<file path="config.mk">
export PLATFORM = sky130hd
export DESIGN_NAME = double_hash_table
export DESIGN_NICKNAME = d
export VERILOG_FILES = /design/src/sv/dht_pkg.sv /design/src/sv/dht_ctrl.sv /design/src/sv/dht_datapath.sv /design/src/sv/double_hash_table.sv
export SDC_FILE = /design/constraint.sdc
export NUM_CORES = 1
export LEC_CHECK = 0
export ABC_AREA = 1
export BUFFER_PORTS_ARGS = -buffer_cell sky130_fd_sc_hd__buf_2
export CAP_MARGIN = 10
export CORE_UTILIZATION = 45
export CTS_CLUSTER_SIZE = 14
export DETAILED_ROUTE_END_ITERATION = 12
export PLACE_DENSITY = 0.67
export SYNTH_ARGS = -nofsm -noshare
export SYNTH_HDL_FRONTEND = slang
export SYNTH_HIERARCHICAL = 1
export SYNTH_SLANG_ARGS = --single-unit
</file>
<file path="constraint.sdc">
create_clock -name clk -period 10.6 [get_ports clk]
set_input_delay 0.53 -clock clk [delete_from_list [all_inputs] [get_ports clk]]
set_output_delay 0.53 -clock clk [all_outputs]
set_load 0.005 [all_outputs]
</file>
<file path="src/sv/dht_pkg.sv">
package dht_pkg;

  localparam int TABLE_SIZE = 10;
  localparam int IDX_W      = $clog2(TABLE_SIZE);
  localparam int CNT_W      = $clog2(TABLE_SIZE + 1);

  localparam int REQ_W    = 2;
  localparam int KEY_W    = 24;
  localparam int REF_W    = 32;
  localparam int STATUS_W = 3;
  localparam int SLOT_W   = 4;
  localparam int PROBE_W  = 4;
  localparam int SUM_W    = 32;

  typedef enum logic [REQ_W-1:0] {
    REQ_INSERT = 2'd0,
    REQ_LOOKUP = 2'd1,
    REQ_CLEAR  = 2'd2,
    REQ_NONE   = 2'd3
  } dht_req_t;

  typedef enum logic [STATUS_W-1:0] {
    ST_INSERTED = 3'd0,
    ST_FULL     = 3'd1,
    ST_NO_PATH  = 3'd2,
    ST_FOUND    = 3'd3,
    ST_MISSING  = 3'd4,
    ST_CLEARED  = 3'd5
  } dht_status_t;

  typedef enum logic [1:0] {
    S_IDLE   = 2'd0,
    S_DECODE = 2'd1,
    S_HASH   = 2'd2,
    S_PROBE  = 2'd3
  } dht_state_t;

  // controller to datapath
  typedef struct packed {
    logic        load;
    logic        hash;
    logic        step;
    logic        write;
    logic        clear;
    logic        done;
    dht_status_t status;
  } dht_cmd_t;

  // datapath to controller
  typedef struct packed {
    dht_req_t req;
    logic     full;
    logic     hit;
    logic     last;
  } dht_sts_t;

endpackage

</file>
<file path="src/sv/dht_ctrl.sv">
module dht_ctrl (
  input  logic              clk,
  input  logic              rst_n,
  input  logic              start,
  output logic              busy,
  input  dht_pkg::dht_sts_t sts,
  output dht_pkg::dht_cmd_t cmd
);
  import dht_pkg::*;

  dht_state_t state_r;
  dht_state_t state_nxt;

  always_ff @(posedge clk) begin
    if (!rst_n) begin
      state_r <= S_IDLE;
    end else begin
      state_r <= state_nxt;
    end
  end

  always_comb begin
    state_nxt = state_r;
    cmd       = '0;
    case (state_r)
      S_IDLE: begin
        if (start) begin
          cmd.load  = 1'b1;
          state_nxt = S_DECODE;
        end
      end
      S_DECODE: begin
        case (sts.req)
          REQ_INSERT: begin
            if (sts.full) begin
              cmd.done   = 1'b1;
              cmd.status = ST_FULL;
              state_nxt  = S_IDLE;
            end else begin
              state_nxt = S_HASH;
            end
          end
          REQ_LOOKUP: state_nxt = S_HASH;
          REQ_CLEAR: begin
            cmd.clear  = 1'b1;
            cmd.done   = 1'b1;
            cmd.status = ST_CLEARED;
            state_nxt  = S_IDLE;
          end
          default: state_nxt = S_IDLE;
        endcase
      end
      S_HASH: begin
        cmd.hash  = 1'b1;
        state_nxt = S_PROBE;
      end
      S_PROBE: begin
        if (sts.hit) begin
          cmd.done   = 1'b1;
          cmd.write  = (sts.req == REQ_INSERT);
          cmd.status = (sts.req == REQ_INSERT) ? ST_INSERTED : ST_FOUND;
          state_nxt  = S_IDLE;
        end else if (sts.last) begin
          cmd.done   = 1'b1;
          cmd.status = (sts.req == REQ_INSERT) ? ST_NO_PATH : ST_MISSING;
          state_nxt  = S_IDLE;
        end else begin
          cmd.step = 1'b1;
        end
      end
      default: state_nxt = S_IDLE;
    endcase
  end

  assign busy = (state_r != S_IDLE);

endmodule

</file>
<file path="src/sv/dht_datapath.sv">
module dht_datapath (
  input  logic                           clk,
  input  logic                           rst_n,
  input  dht_pkg::dht_cmd_t              cmd,
  output dht_pkg::dht_sts_t              sts,
  input  logic [dht_pkg::REQ_W-1:0]      in_req_type,
  input  logic [dht_pkg::KEY_W-1:0]      in_key,
  input  logic [dht_pkg::REF_W-1:0]      in_record_ref,
  output logic                           out_valid,
  output logic [dht_pkg::STATUS_W-1:0]   out_status,
  output logic [dht_pkg::SLOT_W-1:0]     out_slot,
  output logic [dht_pkg::REF_W-1:0]      out_found_ref,
  output logic [dht_pkg::PROBE_W-1:0]    out_probes,
  output logic [dht_pkg::SUM_W-1:0]      out_total_probes_out,
  output logic [dht_pkg::SUM_W-1:0]      out_entry_count_out
);
  import dht_pkg::*;

  // key mod TABLE_SIZE by reciprocal multiply, exact for every key value
  localparam int SHIFT   = KEY_W + IDX_W;
  localparam int RECIP_W = KEY_W + 1;
  localparam int PROD_W  = KEY_W + RECIP_W;
  localparam int Q_W     = PROD_W - SHIFT;
  localparam int HW      = IDX_W + 3;
  localparam longint unsigned RECIP_L =
    ((64'd1 << SHIFT) + 64'(TABLE_SIZE) - 64'd1) / 64'(TABLE_SIZE);
  localparam logic [RECIP_W-1:0] RECIP = RECIP_W'(RECIP_L);

  function automatic logic [HW-1:0] fold(input logic [HW-1:0] x);
    logic [HW-1:0] y;
    y = x;
    for (int i = 0; i < 6; i++) begin
      if (y >= HW'(TABLE_SIZE)) y = y - HW'(TABLE_SIZE);
    end
    return y;
  endfunction

  dht_req_t               req_r;
  logic [KEY_W-1:0]       key_r;
  logic [REF_W-1:0]       ref_r;
  logic [PROD_W-1:0]      prod_r;
  logic [IDX_W-1:0]       idx_r;
  logic [IDX_W-1:0]       stride_r;
  logic [IDX_W-1:0]       pcnt_r;
  logic [TABLE_SIZE-1:0]  valid_r;
  logic [KEY_W-1:0]       key_mem [TABLE_SIZE];
  logic [REF_W-1:0]       ref_mem [TABLE_SIZE];
  logic [SUM_W-1:0]       total_r;
  logic [SUM_W-1:0]       count_r;

  logic                   out_valid_r;
  logic [STATUS_W-1:0]    out_status_r;
  logic [SLOT_W-1:0]      out_slot_r;
  logic [REF_W-1:0]       out_found_ref_r;
  logic [PROBE_W-1:0]     out_probes_r;
  logic [SUM_W-1:0]       out_total_r;
  logic [SUM_W-1:0]       out_count_r;

  logic [Q_W-1:0]         quot;
  logic [KEY_W-1:0]       rem_full;
  logic [IDX_W-1:0]       rem;
  logic [HW-1:0]          first_w;
  logic [HW-1:0]          stride_w;
  logic [IDX_W:0]         adv_sum;
  logic [IDX_W-1:0]       idx_adv;
  logic                   cur_valid;
  logic [CNT_W-1:0]       probe_num;
  logic [SUM_W:0]         tot_sum;
  logic [SUM_W-1:0]       tot_nxt;
  logic [SUM_W-1:0]       cnt_nxt;
  logic [SLOT_W-1:0]      res_slot;
  logic [REF_W-1:0]       res_ref;
  logic [PROBE_W-1:0]     res_probes;

  always_ff @(posedge clk) begin
    if (cmd.load) begin
      req_r <= dht_req_t'(in_req_type);
      key_r <= in_key;
      ref_r <= in_record_ref;
    end
    prod_r <= PROD_W'(key_r) * PROD_W'(RECIP);
  end

  // start slot and stride from the key residue
  always_comb begin
    quot     = prod_r[SHIFT +: Q_W];
    rem_full = key_r - KEY_W'(quot * KEY_W'(TABLE_SIZE));
    rem      = rem_full[IDX_W-1:0];
    first_w  = fold(HW'(3) * HW'(rem) + HW'(2));
    stride_w = fold(HW'(7) * HW'(rem) + HW'(2));
  end

  assign adv_sum = {1'b0, idx_r} + {1'b0, stride_r};
  assign idx_adv = (adv_sum >= (IDX_W+1)'(TABLE_SIZE)) ?
                   IDX_W'(adv_sum - (IDX_W+1)'(TABLE_SIZE)) : adv_sum[IDX_W-1:0];

  always_ff @(posedge clk) begin
    if (cmd.hash) begin
      idx_r    <= first_w[IDX_W-1:0];
      stride_r <= stride_w[IDX_W-1:0];
      pcnt_r   <= '0;
    end else if (cmd.step) begin
      idx_r  <= idx_adv;
      pcnt_r <= pcnt_r + IDX_W'(1);
    end
  end

  assign cur_valid = valid_r[idx_r];
  assign sts.req   = req_r;
  assign sts.full  = &valid_r;
  assign sts.hit   = (req_r == REQ_INSERT) ? !cur_valid :
                     (cur_valid && (key_mem[idx_r] == key_r));
  assign sts.last  = (pcnt_r == IDX_W'(TABLE_SIZE - 1));

  // running totals saturate
  assign probe_num = CNT_W'(pcnt_r) + CNT_W'(1);
  assign tot_sum   = {1'b0, total_r} + (SUM_W+1)'(probe_num);
  assign tot_nxt   = tot_sum[SUM_W] ? '1 : tot_sum[SUM_W-1:0];
  assign cnt_nxt   = (&count_r) ? count_r : count_r + SUM_W'(1);

  always_ff @(posedge clk) begin
    if (!rst_n) begin
      valid_r <= '0;
      total_r <= '0;
      count_r <= '0;
    end else if (cmd.clear) begin
      valid_r <= '0;
    end else if (cmd.write) begin
      valid_r[idx_r] <= 1'b1;
      total_r        <= tot_nxt;
      count_r        <= cnt_nxt;
    end
  end

  always_ff @(posedge clk) begin
    if (cmd.write) begin
      key_mem[idx_r] <= key_r;
      ref_mem[idx_r] <= ref_r;
    end
  end

  always_comb begin
    res_slot   = '0;
    res_ref    = '0;
    res_probes = '0;
    case (cmd.status)
      ST_INSERTED: begin
        res_slot   = SLOT_W'(idx_r);
        res_probes = PROBE_W'(probe_num);
      end
      ST_FOUND: begin
        res_slot   = SLOT_W'(idx_r);
        res_ref    = ref_mem[idx_r];
        res_probes = PROBE_W'(probe_num);
      end
      ST_NO_PATH: res_probes = PROBE_W'(TABLE_SIZE);
      ST_MISSING: res_probes = PROBE_W'(TABLE_SIZE);
      default: res_probes = '0;
    endcase
  end

  always_ff @(posedge clk) begin
    if (!rst_n) begin
      out_valid_r <= 1'b0;
    end else begin
      out_valid_r <= cmd.done;
    end
  end

  always_ff @(posedge clk) begin
    if (cmd.done) begin
      out_status_r    <= cmd.status;
      out_slot_r      <= res_slot;
      out_found_ref_r <= res_ref;
      out_probes_r    <= res_probes;
      out_total_r     <= cmd.write ? tot_nxt : total_r;
      out_count_r     <= cmd.write ? cnt_nxt : count_r;
    end
  end

  assign out_valid            = out_valid_r;
  assign out_status           = out_status_r;
  assign out_slot             = out_slot_r;
  assign out_found_ref        = out_found_ref_r;
  assign out_probes           = out_probes_r;
  assign out_total_probes_out = out_total_r;
  assign out_entry_count_out  = out_count_r;

endmodule

</file>
<file path="src/sv/double_hash_table.sv">
// order: a clear or full-table insert is answered from the decode state, out_valid is registered;
// an insert/lookup passes decode and hash, then probes n slots (n at most TABLE_SIZE)
// throughput: one request at a time, start taken whenever busy is low;
// the probe loop reads one slot per cycle from the slot registers
// results show for one cycle on out_valid and cannot be stalled
// rst_n (sync, active low) empties all slots and zeroes the running totals
module double_hash_table (
  input  logic                           clk,
  input  logic                           rst_n,
  input  logic                           start,
  output logic                           busy,
  input  logic [dht_pkg::REQ_W-1:0]      in_req_type,
  input  logic [dht_pkg::KEY_W-1:0]      in_key,
  input  logic [dht_pkg::REF_W-1:0]      in_record_ref,
  output logic                           out_valid,
  output logic [dht_pkg::STATUS_W-1:0]   out_status,
  output logic [dht_pkg::SLOT_W-1:0]     out_slot,
  output logic [dht_pkg::REF_W-1:0]      out_found_ref,
  output logic [dht_pkg::PROBE_W-1:0]    out_probes,
  output logic [dht_pkg::SUM_W-1:0]      out_total_probes_out,
  output logic [dht_pkg::SUM_W-1:0]      out_entry_count_out
);
  import dht_pkg::*;

  dht_cmd_t cmd;
  dht_sts_t sts;

  dht_ctrl u_ctrl (
    .clk   (clk),
    .rst_n (rst_n),
    .start (start),
    .busy  (busy),
    .sts   (sts),
    .cmd   (cmd)
  );

  dht_datapath u_dp (
    .clk                  (clk),
    .rst_n                (rst_n),
    .cmd                  (cmd),
    .sts                  (sts),
    .in_req_type          (in_req_type),
    .in_key               (in_key),
    .in_record_ref        (in_record_ref),
    .out_valid            (out_valid),
    .out_status           (out_status),
    .out_slot             (out_slot),
    .out_found_ref        (out_found_ref),
    .out_probes           (out_probes),
    .out_total_probes_out (out_total_probes_out),
    .out_entry_count_out  (out_entry_count_out)
  );

endmodule

</file>
==> impl_metrics.py, run 1 <==
metrics = {
    "outcome": {
        "status": "finished, final reports clean",
    },
    "synthesis": {
        "synth-async-reset-ratio_pct": 0,
        "synthCells": 3666,
        "synth.distinct_cells": 55,
        "ys_ff_latch": 821,
        "seq_area_frac_synth_pct": 57.0,
        "yosysWarnings": 6,
        "syn-num-nets": 4092,
        "syn_area_um2": 41700,
        "synth.area.top_cells": "edfxtp_1 (53%), fa_1 (7.5%), ha_1 (6.2%)",
        "netlist.top_cell.by_area": "edfxtp_1",
        "netlist.area_leader.share_pct": 52.8,
        "syn_avg_cell_area_um2": 11.4,
        "synth-edff-count": 733,
        "synth_flop_cell": "edfxtp_1",
    },
    "cts": {
        "cts_buffer_depth": 3,
        "cts_setup_buffers": 0,
        "insertion_delay_ns": 0.63,
        "ctsHoldBuffers": 0,
        "clock-sinks": 821,
        "cts_root_buf": "clkbuf_16",
        "cts_tree": "built",
        "cts_made_buffers": 86,
        "clk_pin_slew_ns": 0.06,
        "cts_resized": 0,
        "h-tree-depth": 3,
    },
    "timing": {
        "period_minus_slack_ns": 7.84,
        "finClkSkew_ns": 0.0116,
        "rsz0062_at_grt": "false",
        "final-setup-viol-count": 0,
        "tightest_slew_ns": 1.23,
        "period_share_pct": 73.9,
        "relSlewSlack_pct": 17.6,
        "setup_ws_ns": 2.76,
        "fmax_mhz": 128,
        "fin_setup_tns_ns": 0,
        "hold_violations": 0,
        "slew_viol_final": 0,
    },
    "global_route": {
        "grt_pass1_wl_um": 147000,
        "grt_pass1_vias": 26300,
        "grt_antenna_before_repair": 5,
        "grt-ovfl-total": 0,
        "grt-busiest-layer": "met2",
        "grt_util_met2_pct": 33.8,
        "globalRouteMet3Util_pct": 3.17,
        "grtUsageMet1_pct": 26.8,
        "grt_max_degree": 116,
        "grt.total_usage_pct": 20.1,
    },
    "critical_path": {
        "cp_slowest_cell": "dfxtp_4",
        "worst-endpoint-arrival_ns": 8.37,
        "critPathCaptureType": "flop",
        "crit_cells": 29,
        "worstSetupStartpointType": "flop",
        "crit_top_cell": "inv_1",
        "crit_required_ns": 11.13,
        "path_buf_inv": 7,
        "crit_type": "reg -> reg",
        "critPathMaxStageDelay_ns": 0.91,
        "critPathMaxFanout": 106,
        "crit_family": "simple AND/OR/NAND/NOR gates",
        "rr_worst_depth": 29,
        "reg2reg_slack_ns": 2.76,
        "r2r-end": "u_dp/total_r[31]",
    },
    "detailed_routing": {
        "drc_errors": 0,
        "vias": 26800,
        "wirelength_um": 93600,
        "firstDrtPassIters": 6,
        "ant_nets": 0,
        "vias_per_cell": 5.25,
        "routedWlPerCell_um": 18.3,
        "drt_iter0_markers": 2180,
    },
    "min_path": {
        "hold_path.class": "in -> reg",
        "worstHoldPathCells": 1,
        "min_from": "in_record_ref[27]",
        "holdPathEnd": "u_dp/ref_r[27]",
    },
    "place": {
        "hpwl_um": 57800,
        "gp_congestion": 0.855,
        "port_buffers": 169,
        "dp_slack_ns": 2.82,
        "placed_area_um2": 44000,
    },
    "layout": {
        "syn2layout_area_growth_pct": 12.3,
        "final_layout_size_suffix_gt1_share_pct": 11.7,
        "final_cell_mix": "edfxtp_1 (733), inv_1 (628), nand2_1 (451)",
        "final_nets": 4271,
        "nFillCells": 7936,
        "layout_commonest_cell": "edfxtp_1",
        "fin_area_um2": 46800,
    },
    "floorplan": {
        "dieHeight_um": 306,
        "dieArea_um2": 93900,
        "die_w_um": 306,
        "rows": 111,
        "io_pins": 170,
        "fp.coreArea_um2": 91700,
        "initial_core_util_pct": 45.5,
    },
    "run": {
        "drv_cap": 0,
    },
}
==> cells in the mapped netlist (66+ instances only) <==
cell / n
a21oi_1: 150
a22oi_1: 66
clkbuf_1: 104
dfxtp_1: 88
edfxtp_1: 733
fa_1: 157
ha_1: 208
inv_1: 630
mux2i_1: 68
nand2_1: 452
nand3_1: 252
nor2_1: 142
o211ai_1: 90
o21ai_0: 210
==> cell type report <==
class                           instances  area (µm²)  share of cell area, %
Antenna cell                            2        5.00                 0.0107
Clock buffer                          117        2350                   5.02
Clock inverter                         42         434                  0.927
Timing Repair Buffer                  211        1170                   2.51
Multi-Input combinational cell       2078       15200                   32.4
Inverter                              647        2430                   5.19
Sequential cell                       821       23800                   50.8
Tap cell                             1186        1480                   3.17
==> worst max-delay path by stage <==
stage | end | startpoint | slack, ns
finish | u_dp/total_r[31] | flop | 2.76
global route | u_dp/total_r[31] | flop | 1.70
CTS | u_dp/total_r[31] | flop | 2.77
detailed placement | u_dp/total_r[31] | flop | 2.82
global placement | u_dp/total_r[31] | flop | 3.00
floorplan | u_dp/key_mem[8][0] | flop | 2.84
==> metrics by stage <==
stage	std cells	hold slack (ns)	utilization [%]
finish	5104	0.0687	51.1
global route	5103	0.0263	51.1
CTS	5102	0.0216	51.1
detailed placement	4943	0.467	48.0
global placement	4943	0.463	48.0
floorplan	3666	0.446	-
==> sequential cells by signal, indices dropped and copies added (netlist names), named ones only <==
signal	cells
u_dp/ref_mem	320
u_dp/key_mem	240
u_dp/count_r	32
u_dp/out_entry_count_out	32
u_dp/out_found_ref	32
u_dp/out_total_probes_out	32
u_dp/ref_r	32
u_dp/total_r	32
u_dp/key_r	24
u_dp/valid_r	10
u_dp/idx_r	4
u_dp/out_probes	4
u_dp/out_slot	4
u_dp/pcnt_r	4
u_dp/stride_r	4
u_dp/out_status	3
u_dp/prod_r	3
u_dp/req_r	2
u_ctrl/state_r	1
u_dp/out_valid	1
==> worst register-to-register path, delay by kind of cell, from the launching register on <==
kind | cells | cell delay [ns]
compound gates | 4 | 0.44
xor+xnor | 1 | 0.18
buf+inv | 7 | 1.38
flops | 1 | 0.91
mux | 2 | 0.73
simple gates | 15 | 4.09
==> logic make-up after synthesis <==
| logic type | share of synthesized area, % |
|---|---|
| AOI/OAI and AO/OA | 7.65 |
| and+or+nand+nor | 11.1 |
| xor gates and xnor gates | 1.89 |
| adders and majority gates | 13.8 |
| DFF | 57.0 |
| muxes | 1.63 |
| buffers and inverters | 6.91 |
==> per-layer routing <==
| metal | wire (µm) | up-vias |
|---|---|---|
| met1 | 40200 | 13000 |
| met2 | 45300 | 814 |
| met5 | 33 | - |
| li1 | - | 12800 |
| met3 | 5780 | 155 |
| met4 | 2250 | 6 |
Power of run 1 is not shown: default switching activity piles up to over one toggle a cycle in this logic, so the estimate is an artifact.
==> run 2, diff against run 1 <==
--- a/config.mk
+++ b/config.mk
@@ -11,7 +11,7 @@
 export CORE_UTILIZATION = 45
 export CTS_CLUSTER_SIZE = 14
 export DETAILED_ROUTE_END_ITERATION = 12
-export PLACE_DENSITY = 0.67
+export PLACE_DENSITY = 0.7
 export SYNTH_ARGS = -nofsm -noshare
 export SYNTH_HDL_FRONTEND = slang
 export SYNTH_HIERARCHICAL = 1
==> constraint.sdc (replaced) <==
create_clock -name clk -period 6.31 [get_ports clk]
set_input_delay 0.3155 -clock clk [delete_from_list [all_inputs] [get_ports clk]]
set_output_delay 0.3155 -clock clk [all_outputs]
set_load 0.005 [all_outputs]
==> run 2 against run 1 <==
- the flow now finishes with violations (negative setup slack)
- non-clock buffer count grew 213
- flip-flop and latch count did not move
- worst setup slack got worse by 2.9 ns
- cell area grew 5.3%
- critical path depth up 29
- register-to-register slack worse by 2.9 ns
- core utilization rose by 2.7 points
- wire length grew 2.6%
==> impl_metrics.py, run 2 (synthesized netlist as in run 1, its figures left out) <==
metrics = {
    "cts": {
        "clk_pin_slew_ns": 0.06,
        "cts_buffer_depth": 3,
        "cts_tree": "built",
        "insertion_delay_ns": 0.65,
        "clock-sinks": 821,
        "cts_made_buffers": 86,
        "h-tree-depth": 3,
        "cts_root_buf": "clkbuf_16",
    },
    "detailed_routing": {
        "wirelength_um": 96000,
        "vias": 27800,
        "drc_errors": 0,
        "vias_per_cell": 5.23,
        "ant_nets": 0,
        "met3WireLength_um": 5130,
        "routed.top_layer": "met4",
        "m1WireLength_um": 40500,
        "met2WireLength_um": 47800,
        "drt_iter0_markers": 2069,
        "firstDrtPassIters": 5,
        "routedWlPerCell_um": 18.1,
    },
    "outcome": {
        "violations": "negative setup slack",
        "status": "finished, violations left",
    },
    "timing": {
        "relSlewSlack_pct": 35.9,
        "final-setup-viol-count": 9,
        "finClkSkew_ns": 0.0314,
        "hold_violations": 0,
        "period_share_pct": 103,
        "fmax_mhz": 154,
        "hold_slack_ns": 0.380,
        "slew_viol_final": 0,
        "tightest_slew_ns": 0.957,
        "rsz0062_at_grt": "true",
        "period_minus_slack_ns": 6.48,
        "setup_ws_ns": -0.174,
    },
    "layout": {
        "reg.largest.list": "u_dp/ref_mem: 320 flops, u_dp/key_mem: 240 flops",
        "layout_commonest_cell": "edfxtp_1",
        "syn2layout_area_growth_pct": 18.3,
        "stdcell_count": 5317,
        "regMostFlops": "u_dp/ref_mem",
        "largest_reg_flops": 320,
        "final_nets": 4485,
        "final_layout_size_suffix_gt1_share_pct": 17.8,
        "final_cell_mix": "edfxtp_1 (733), inv_1 (605), nand2_1 (413)",
        "n_antenna_cell": 0,
    },
    "place": {
        "port_buffers": 169,
        "place_inst": 5050,
        "hpwl_um": 61800,
        "gp_congestion": 0.881,
    },
    "global_route": {
        "grt_max_degree": 94,
        "grt.total_usage_pct": 20.5,
        "grt-ovfl-total": 0,
        "grt_antenna_before_repair": 0,
        "grt_pass1_wl_um": 150000,
        "grt_pass1_vias": 27300,
    },
    "min_path": {
        "hold_path.class": "in -> reg",
        "worstHoldPathCells": 2,
    },
    "critical_path": {
        "reg2reg_slack_ns": -0.17,
        "critPathCaptureType": "flop",
        "cp_slowest_cell": "fa_2",
        "critPathMaxStageDelay_ns": 0.40,
        "crit_type": "reg -> reg",
        "crit_required_ns": 6.70,
        "worst-endpoint-arrival_ns": 6.87,
        "worstSetupStartpointType": "flop",
        "rr_worst_depth": 58,
        "critPathMaxFanout": 4,
        "crit_top_cell": "nand2_2",
    },
    "floorplan": {
        "die_w_um": 306,
        "fp.coreArea_um2": 91700,
        "io_pins": 170,
        "initial_core_util_pct": 45.5,
        "rows": 111,
        "dieHeight_um": 306,
        "dieArea_um2": 93900,
    },
    "run": {
        "drv_cap": 0,
    },
}
run 2: cell count changes in the layout (fill, tap and decap cells not counted), sizes merged, moves of 2 or more:
cell / previous run / this run
buf: 211 / 364
bufinv: 8 / 6
clkbuf: 117 / 103
clkinv: 30 / 45
diode: 2 / 0
dlygate4sd3: 0 / 60
inv: 649 / 651
run 2: layout make-up:
type,count,area [µm²]
clock buffers,103,2270
repair buffers,424,3080
clock inverters,57,462
flip-flops and latches,821,23800
well taps,1186,1480
multi-input cells,2078,15800
fillers,7733,42300
inverters,647,2450
repair inverters,1,5.00
run 2: final timing paths:
path                                       from         endpoint
worst max-delay path              u_dp/key_r[1]    u_dp/idx_r[2]
worst max register to register    u_dp/key_r[1]    u_dp/idx_r[2]
worst min register to register  u_dp/valid_r[3]  u_dp/valid_r[3]
worst min-delay path                 in_key[15]   u_dp/key_r[15]
run 2: critical path, delay by kind of cell, from the launching register on:
family	cells	cell delay, ns
adders and majority gates	8	1.53
DFF	1	0.39
xor gates and xnor gates	1	0.21
AOI/OAI and AO/OA	1	0.03
and+or+nand+nor	33	2.79
buffers and inverters	15	1.24
run 2: timing repair:
action / CTS / global route
hold endpoints to repair: 61 / 0
setup buffers: 32 / 14
setup endpoints to repair: 9 / 16
hold buffers: 60 / 0
cloned: 0 / 1
gates resized for setup: 39 / 52
pin swaps: 52 / 60
run 2: routing by layer:
metal,GRT usage [%],vias to the layer above
met2,35.3,792
li1,-,13300
met3,2.32,171
met1,27.0,13600
met5,0,-
met4,6.60,0
run 2: stage by stage:
step,util [%],cell area [µm²],setup WS (ns),TNS [ns]
3_5_place_dp,49.4,45300,-0.225,-1.49
6_report,53.8,49300,-0.174,-1.12
3_3_place_gp,49.4,45300,0.000555,0
2_1_floorplan,-,42000,-1.45,-166.55
4_1_cts,53.5,49000,-0.0407,-0.149
5_1_grt,53.8,49300,-0.610,-4.83
Power of run 2 is left out for the same reason.
